===== src/hw/rtl/mpwm_pkg.sv =====
// Package for the motor PWM drive with start boost.
// Holds field widths, duty limits, the hold reset value, register indexes, bridge wirings and the result record.
// No dependencies.
`default_nettype none

package mpwm_pkg;

    // Field widths
    localparam int SPEED_W = 8;
    localparam int DUTY_W  = 7;
    localparam int TICK_W  = 32;
    localparam int HOLD_W  = 16;
    localparam int IDX_W   = 2;

    // Duty limits and the hold register reset value
    localparam logic signed [SPEED_W-1:0] FULL_DUTY_S = 8'sd100;
    localparam logic signed [SPEED_W-1:0] NEG_DUTY_S  = -8'sd100;
    localparam logic [DUTY_W-1:0]         FULL_DUTY   = 7'd100;
    localparam logic [HOLD_W-1:0]         HOLD_RESET  = 16'd300;

    // Configuration register indexes
    localparam logic [IDX_W-1:0] REG_BRIDGE_TYPE = 2'd0;
    localparam logic [IDX_W-1:0] REG_INVERT_DIR  = 2'd1;
    localparam logic [IDX_W-1:0] REG_BOOST_HOLD  = 2'd2;

    // Bridge wirings
    localparam logic BRIDGE_PWM_DIR = 1'b0;
    localparam logic BRIDGE_TWO_PWM = 1'b1;

    // One result record
    typedef struct packed {
        logic [DUTY_W-1:0] duty_a;
        logic [DUTY_W-1:0] duty_b;
        logic              reverse_pin;
        logic              cmd_ignored;
    } result_t;

endpackage

`default_nettype wire


===== src/hw/rtl/motor_pwm_drive_with_start_boost.sv =====
// Motor PWM drive with start boost: top level, single module.
// Uses mpwm_pkg for widths, limits, register indexes and the result record.
// Holds the drive state, the boost timer and a two-entry result buffer.
//
// Each accepted speed request gives exactly one result. A new request can be
// taken every cycle while the skid slot is empty, so the sustained rate is one
// request per clock while m_tready stays high. The whole decision (clamp, boost
// start, hold expiry by a 32-bit tick subtract and compare, bridge mapping) is
// combinational between the request port and the result register. A second
// result slot lets a request be taken while one result still waits downstream;
// s_tready falls only when both slots are full. Configuration writes are
// registered and belong in idle periods. There is no clearing pass after reset.
`default_nettype none

module motor_pwm_drive_with_start_boost
    import mpwm_pkg::*;
(
    input  wire logic              clk,
    input  wire logic              rst_n,
    // Request side
    input  wire logic              s_tvalid,
    output      logic              s_tready,
    input  wire logic [47:0]       s_tdata,   // speed_cmd[7:0], boost_level[14:8],
                                              // now_tick[46:15], zero pad[47]
    // Result side
    output      logic              m_tvalid,
    input  wire logic              m_tready,
    output      logic [15:0]       m_tdata,   // duty_a[6:0], duty_b[13:7],
                                              // reverse_pin[14], zero pad[15]
    output      logic              m_tuser,   // cmd_ignored
    // Configuration write port
    input  wire logic              cfg_we,
    input  wire logic [IDX_W-1:0]  cfg_addr,
    input  wire logic [HOLD_W-1:0] cfg_wdata
);

    // Configuration registers
    logic              bridge_type_reg;
    logic              invert_dir_reg;
    logic [HOLD_W-1:0] hold_ticks_reg;

    // Drive state
    logic              stopped_reg;
    logic              boost_active_reg;
    logic [TICK_W-1:0] boost_start_reg;
    logic [DUTY_W-1:0] duty_a_reg;
    logic [DUTY_W-1:0] duty_b_reg;
    logic              reverse_reg;

    // Result buffer
    logic              out_valid_reg;
    result_t           out_res_reg;
    logic              skid_valid_reg;
    result_t           skid_res_reg;

    // Request fields
    logic signed [SPEED_W-1:0] speed_cmd;
    logic [DUTY_W-1:0]         boost_level;
    logic [TICK_W-1:0]         now_tick;

    // Datapath
    logic                      accept;
    logic signed [SPEED_W-1:0] drive;
    logic [DUTY_W-1:0]         kick;
    logic [TICK_W-1:0]         elapsed;
    logic                      hold_expired;
    logic                      ignored;
    logic                      boost_start;
    logic signed [SPEED_W-1:0] drive_boost;
    logic signed [SPEED_W-1:0] drive_final;
    logic [SPEED_W-1:0]        drive_mag;
    logic [DUTY_W-1:0]         duty_a_next;
    logic [DUTY_W-1:0]         duty_b_next;
    logic                      reverse_next;
    result_t                   res;

    assign speed_cmd   = signed'(s_tdata[7:0]);
    assign boost_level = s_tdata[14:8];
    assign now_tick    = s_tdata[46:15];

    assign s_tready = !skid_valid_reg;
    assign accept   = s_tvalid && s_tready;

    // Clamp command and kick, check the hold window
    always_comb
    begin
        if (speed_cmd > FULL_DUTY_S)
            drive = FULL_DUTY_S;
        else if (speed_cmd < NEG_DUTY_S)
            drive = NEG_DUTY_S;
        else
            drive = speed_cmd;

        kick = (boost_level > FULL_DUTY) ? FULL_DUTY : boost_level;

        elapsed      = now_tick - boost_start_reg;
        hold_expired = (elapsed >= {{(TICK_W-HOLD_W){1'b0}}, hold_ticks_reg});
        ignored      = boost_active_reg && !hold_expired;
    end

    // Start boost, apply inversion and map onto the bridge
    always_comb
    begin
        boost_start = (kick != '0) && stopped_reg && (drive != '0);

        if (boost_start)
            drive_boost = (drive > 0) ? signed'({1'b0, kick}) : -signed'({1'b0, kick});
        else
            drive_boost = drive;

        drive_final = invert_dir_reg ? -drive_boost : drive_boost;
        drive_mag   = (drive_final < 0) ? unsigned'(-drive_final) : unsigned'(drive_final);

        duty_a_next  = duty_a_reg;
        duty_b_next  = duty_b_reg;
        reverse_next = reverse_reg;
        if (!ignored)
        begin
            case (bridge_type_reg)
                BRIDGE_PWM_DIR:
                begin
                    if (drive_final == '0)
                    begin
                        duty_a_next  = '0;
                        duty_b_next  = '0;
                        reverse_next = 1'b0;
                    end
                    else if (drive_final > 0)
                    begin
                        duty_a_next  = drive_mag[DUTY_W-1:0];
                        duty_b_next  = FULL_DUTY;
                        reverse_next = 1'b0;
                    end
                    else
                    begin
                        duty_a_next  = drive_mag[DUTY_W-1:0];
                        duty_b_next  = '0;
                        reverse_next = 1'b1;
                    end
                end
                BRIDGE_TWO_PWM:
                begin
                    if (drive_final == '0)
                    begin
                        duty_a_next = '0;
                        duty_b_next = '0;
                    end
                    else if (drive_final > 0)
                    begin
                        duty_a_next = drive_mag[DUTY_W-1:0];
                        duty_b_next = '0;
                    end
                    else
                    begin
                        duty_a_next = '0;
                        duty_b_next = drive_mag[DUTY_W-1:0];
                    end
                end
                default:
                begin
                    duty_a_next  = duty_a_reg;
                    duty_b_next  = duty_b_reg;
                    reverse_next = reverse_reg;
                end
            endcase
        end

        res.duty_a      = duty_a_next;
        res.duty_b      = duty_b_next;
        res.reverse_pin = reverse_next;
        res.cmd_ignored = ignored;
    end

    // Configuration writes
    always_ff @(posedge clk or negedge rst_n)
    begin
        if (!rst_n)
        begin
            bridge_type_reg <= 1'b0;
            invert_dir_reg  <= 1'b0;
            hold_ticks_reg  <= HOLD_RESET;
        end
        else if (cfg_we)
        begin
            case (cfg_addr)
                REG_BRIDGE_TYPE: bridge_type_reg <= cfg_wdata[0];
                REG_INVERT_DIR:  invert_dir_reg  <= cfg_wdata[0];
                REG_BOOST_HOLD:  hold_ticks_reg  <= cfg_wdata;
                default:         ;
            endcase
        end
    end

    // Advance the drive state on each accepted request that is not ignored
    always_ff @(posedge clk or negedge rst_n)
    begin
        if (!rst_n)
        begin
            stopped_reg      <= 1'b1;
            boost_active_reg <= 1'b0;
            boost_start_reg  <= '0;
            duty_a_reg       <= '0;
            duty_b_reg       <= '0;
            reverse_reg      <= 1'b0;
        end
        else if (accept && !ignored)
        begin
            stopped_reg      <= (drive_final == '0);
            boost_active_reg <= boost_start;
            if (boost_start)
                boost_start_reg <= now_tick;
            duty_a_reg  <= duty_a_next;
            duty_b_reg  <= duty_b_next;
            reverse_reg <= reverse_next;
        end
    end

    // Result buffer: main slot plus skid slot
    always_ff @(posedge clk or negedge rst_n)
    begin
        if (!rst_n)
        begin
            out_valid_reg  <= 1'b0;
            skid_valid_reg <= 1'b0;
        end
        else if (out_valid_reg && m_tready)
        begin
            if (skid_valid_reg)
                skid_valid_reg <= 1'b0;
            else if (!accept)
                out_valid_reg <= 1'b0;
        end
        else if (accept)
        begin
            if (!out_valid_reg)
                out_valid_reg <= 1'b1;
            else
                skid_valid_reg <= 1'b1;
        end
    end

    // Payload of the result buffer
    always_ff @(posedge clk)
    begin
        if (out_valid_reg && m_tready)
        begin
            if (skid_valid_reg)
                out_res_reg <= skid_res_reg;
            else if (accept)
                out_res_reg <= res;
        end
        else if (accept)
        begin
            if (!out_valid_reg)
                out_res_reg <= res;
            else
                skid_res_reg <= res;
        end
    end

    assign m_tvalid = out_valid_reg;
    assign m_tdata  = {1'b0, out_res_reg.reverse_pin, out_res_reg.duty_b, out_res_reg.duty_a};
    assign m_tuser  = out_res_reg.cmd_ignored;

    // Checks
    a_skid_needs_main: assert property (@(posedge clk) disable iff (!rst_n)
        skid_valid_reg |-> out_valid_reg)
        else $error("skid slot full while main slot empty");

    a_ignored_keeps_hold: assert property (@(posedge clk) disable iff (!rst_n)
        (accept && ignored) |=> boost_active_reg)
        else $error("boost hold dropped on an ignored request");

    a_duty_range: assert property (@(posedge clk) disable iff (!rst_n)
        accept |-> (res.duty_a <= FULL_DUTY && res.duty_b <= FULL_DUTY))
        else $error("duty beyond full scale");

    a_two_pwm_exclusive: assert property (@(posedge clk) disable iff (!rst_n)
        (accept && !ignored && bridge_type_reg == BRIDGE_TWO_PWM)
            |-> (res.duty_a == '0 || res.duty_b == '0))
        else $error("both bridge legs driven on two-PWM wiring");

endmodule

`default_nettype wire

===== config.mk =====
export PLATFORM = sky130hd
export DESIGN_NAME = motor_pwm_drive_with_start_boost
export DESIGN_NICKNAME = d
export VERILOG_FILES = /design/src/hw/rtl/mpwm_pkg.sv /design/src/hw/rtl/motor_pwm_drive_with_start_boost.sv
export SDC_FILE = /design/constraint.sdc
export NUM_CORES = 1
export LEC_CHECK = 0
export BUFFER_PORTS_ARGS = -buffer_cell sky130_fd_sc_hd__buf_4
export CELL_PAD_IN_SITES_DETAIL_PLACEMENT = 0
export CELL_PAD_IN_SITES_GLOBAL_PLACEMENT = 1
export CORE_ASPECT_RATIO = 0.5
export CORE_UTILIZATION = 46
export DETAILED_ROUTE_END_ITERATION = 16
export PLACE_DENSITY = 0.91
export SYNTH_ARGS = -nofsm -noshare
export SYNTH_HDL_FRONTEND = slang
export SYNTH_SLANG_ARGS = --single-unit

===== constraint.sdc =====
create_clock -name clk -period 6.8 [get_ports clk]
set_input_delay 1.36 -clock clk [delete_from_list [all_inputs] [get_ports clk]]
set_output_delay 1.36 -clock clk [all_outputs]
set_load 0.05 [all_outputs]

==> impl_metrics.env <==
export IMPL_syn_inst=792
export IMPL_multi_input_area_sq_um=4601
export IMPL_antenna_found_initial=0
export IMPL_via_per_inst=5.739
export IMPL_fin_setup_tns_ns=0
export IMPL_pwr_density_cell_nw_per_um2=338.8
export IMPL_synth_top_area_share_pct=20.91
export IMPL_core_sq_um=15820
export IMPL_cp_slowest_stage_delay_ns=0.50
export IMPL_p_total_mw=3.000
export IMPL_rsz0062_at_grt="false"
export IMPL_dpl_cell_count=1089
export IMPL_maxSlewHeadroom_pct=40.20
export IMPL_vias=6342
export IMPL_path_class="primary input to flop"
export IMPL_crit_slowest_cell="o311ai_1"
export IMPL_grt_pass1_wl_um=29860
export IMPL_start_util_pct=48.43
export IMPL_hold_violations=0
export IMPL_path_cells="buf_4 > a311o_1 > nand2_1 > ha_1 > nor4b_1 > and3_1 > o2111ai_1 > o21ai_0 > inv_1 > ha_1 > mux2i_1 > ha_1 > nand2_1 > or4_1 > nand4_1 > nand4bb_1 > o311ai_1 > mux2i_1 > mux2_2"
export IMPL_place_area_sq_um=8579
export IMPL_nets=1003
export IMPL_r2r_cells=22
export IMPL_regArea_sq_um=2694
export IMPL_die_x_um=184.5
export IMPL_syn_avg_cell_area_sq_um=9.670
export IMPL_holdCritPathClass="flop to flop"
export IMPL_min_period_ns=6.403
export IMPL_final_layout_size_suffix_gt1_share_pct=26.70
export IMPL_max_cap_violations=0
export IMPL_nFillCells=1411
export IMPL_post_drt_wl_per_cell_um=16.02
export IMPL_clock_latency_ns=0.35
export IMPL_crit_arrival_ns=6.50
export IMPL_timing_final_crit_share_pct=94.17
export IMPL_cp_top_family="simple AND/OR/NAND/NOR gates"
export IMPL_rows=32
export IMPL_grt_use_total_pct=21.83
export IMPL_ys_warn_count=0
export IMPL_cts_tree="yes"
export IMPL_synth_ff_type="dfrtp_1"
export IMPL_synthArstFlopShare_pct=68.32
export IMPL_grt_pass1_vias=6181
export IMPL_cts_hold_buf=0
export IMPL_place_hpwl_um=13810
export IMPL_start_kind="primary input"
export IMPL_cts_setup_buffers=0
export IMPL_max_freq_mhz=156.2
export IMPL_globalplace_congestion=0.9060
export IMPL_stdcell_area_sq_um=8855
export IMPL_grt_max_degree=70
export IMPL_cp_end_kind="flop"
export IMPL_cts_buffer_depth=2
export IMPL_dieArea_sq_um=17200
export IMPL_synthTopCellsByArea="dfrtp_1 (21%), edfxtp_1 (13%), mux2_2 (12%), ha_1 (8.5%), inv_1 (3.4%)"
export IMPL_fin_skew_ns=0.01053
export IMPL_path_buf_inv=2
export IMPL_final_common_cell="buf_4"
export IMPL_synth_edff_count=32
export IMPL_final_cell_mix="buf_4 (94), mux2_2 (81), inv_1 (70), dfrtp_1 (64), nand2_1 (57)"
export IMPL_root_buffer="clkbuf_16"
export IMPL_firstDrtPassIters=5
export IMPL_worstSetupPathDepth=19
export IMPL_antennaDiodeCount=0
export IMPL_synth_ff_latch_count=101
export IMPL_synth_seq_area_share_pct=35.17
export IMPL_stdcell_count=1105
export IMPL_crit_top_cell="ha_1"
export IMPL_die_h_um=93.24
export IMPL_run_status="complete, no violations"
export IMPL_cts_sinks=101
export IMPL_finalMaxSlewViolations=0
export IMPL_io_pins=90
export IMPL_critPathRequiredTime_ns=6.90
export IMPL_leakagePower_nw=3.769
export IMPL_port_buffers=87
export IMPL_largest_reg_flops=32
export IMPL_setup_viol=0
export IMPL_ir_worst_vdd_mv=0.1463
export IMPL_synth_nets=916
export IMPL_r2r_setup_slack_ns=1.38
export IMPL_drtIter0Drc=333
export IMPL_tightest_slew_ns=0.8744
export IMPL_h_tree_depth=3
export IMPL_holdPathStages=1
export IMPL_synthToLayoutAreaGrowth_pct=15.62
export IMPL_synth_cell_types=97
export IMPL_cts_resized=0
export IMPL_ant_nets=0
export IMPL_clk_pin_slew_ns=0.07
export IMPL_yosys_area_top_type="dfrtp_1"
export IMPL_wirelength_um=17700
export IMPL_crit_fanout=8
export IMPL_grt_ovfl_total=0
export IMPL_syn_cell_area_sq_um=7659
export IMPL_drc=0
export IMPL_cts_buffers=9
-- layout make-up --
type                    instances  area share (%)
clock buffers                  10           2.586
clock inverters                 6          0.5228
inverters                      70           2.967
multi-input cells             601           51.96
flip-flops and latches        101           30.42
well taps                     221           3.123
repair buffers                 96           8.422
-- through the flow --
| step | util (%) | hold slack, ns | setup slack (ns) |
|---|---|---|---|
| after floorplan | - | 0.4629 | 0.7771 |
| after global placement | 54.25 | 0.4752 | 0.2951 |
| after detailed placement | 54.25 | 0.4862 | 0.1825 |
| after CTS | 55.99 | 0.5020 | 0.5189 |
| after global routing | 55.99 | 0.5155 | 0.05278 |
| final | 55.99 | 0.5037 | 0.3968 |
-- kinds of logic (layout without fill, tap and decap cells) --
group	Yosys count	count (layout)	synth area share, %
compound gates	215	215	20.27
fa+ha+maj	53	53	8.757
other cells	1	1	0.04896
simple gates	213	213	14.41
flops	101	101	35.17
xor+xnor	30	30	3.431
buf+inv	90	182	4.819
mux	89	89	13.09
-- metal layers --
metal / vias to the layer above / wire length (um) / GRT usage, %
met2: 143 / 8252 / 36.73
met3: 21 / 779 / 3.933
li1: 3132 / - / -
met5: - / 0 / 0
met4: 0 / 217 / 5.347
met1: 3046 / 8447 / 29.07
-- power breakdown --
group / internal, mW / leakage (nW) / switching, mW / total [mW]
Clock: 0.252 / 0.136 / 0.233 / 0.485
Sequential: 0.827 / 1.19 / 0.0809 / 0.908
Combinational: 0.670 / 2.45 / 0.937 / 1.61
-- final timing paths --
check	from	to
max reg2reg	boost_start_reg[0]$_DFFE_PN0P_	boost_start_reg[7]$_DFFE_PN0P_
min	duty_b_reg[4]$_DFFE_PN0P_	duty_b_reg[4]$_DFFE_PN0P_
max in group asynchronous	rst_n	duty_a_reg[0]$_DFFE_PN0P_
max	s_tdata[4]	m_tdata[0]$_DFFE_PP_
min in group asynchronous	rst_n	hold_ticks_reg[11]$_DFFE_PN0P_
min reg2reg	duty_b_reg[4]$_DFFE_PN0P_	duty_b_reg[4]$_DFFE_PN0P_
-- cell usage after synthesis, types with 8 or more instances --
cell and instances:
mux2_2 81, inv_1 70, dfrtp_1 64, nand2_1 57, ha_1 52, a21oi_1 50, nor2_1 46, o21ai_0 33
edfxtp_1 32, xnor2_1 16, nand3_1 15, nand4_1 15, nor3_1 15, xor2_1 14, o211ai_1 13, buf_2 10
a21o_1 9, o21a_1 9, o22ai_1 8, o31ai_1 8
(Power assumes the default switching activity.)
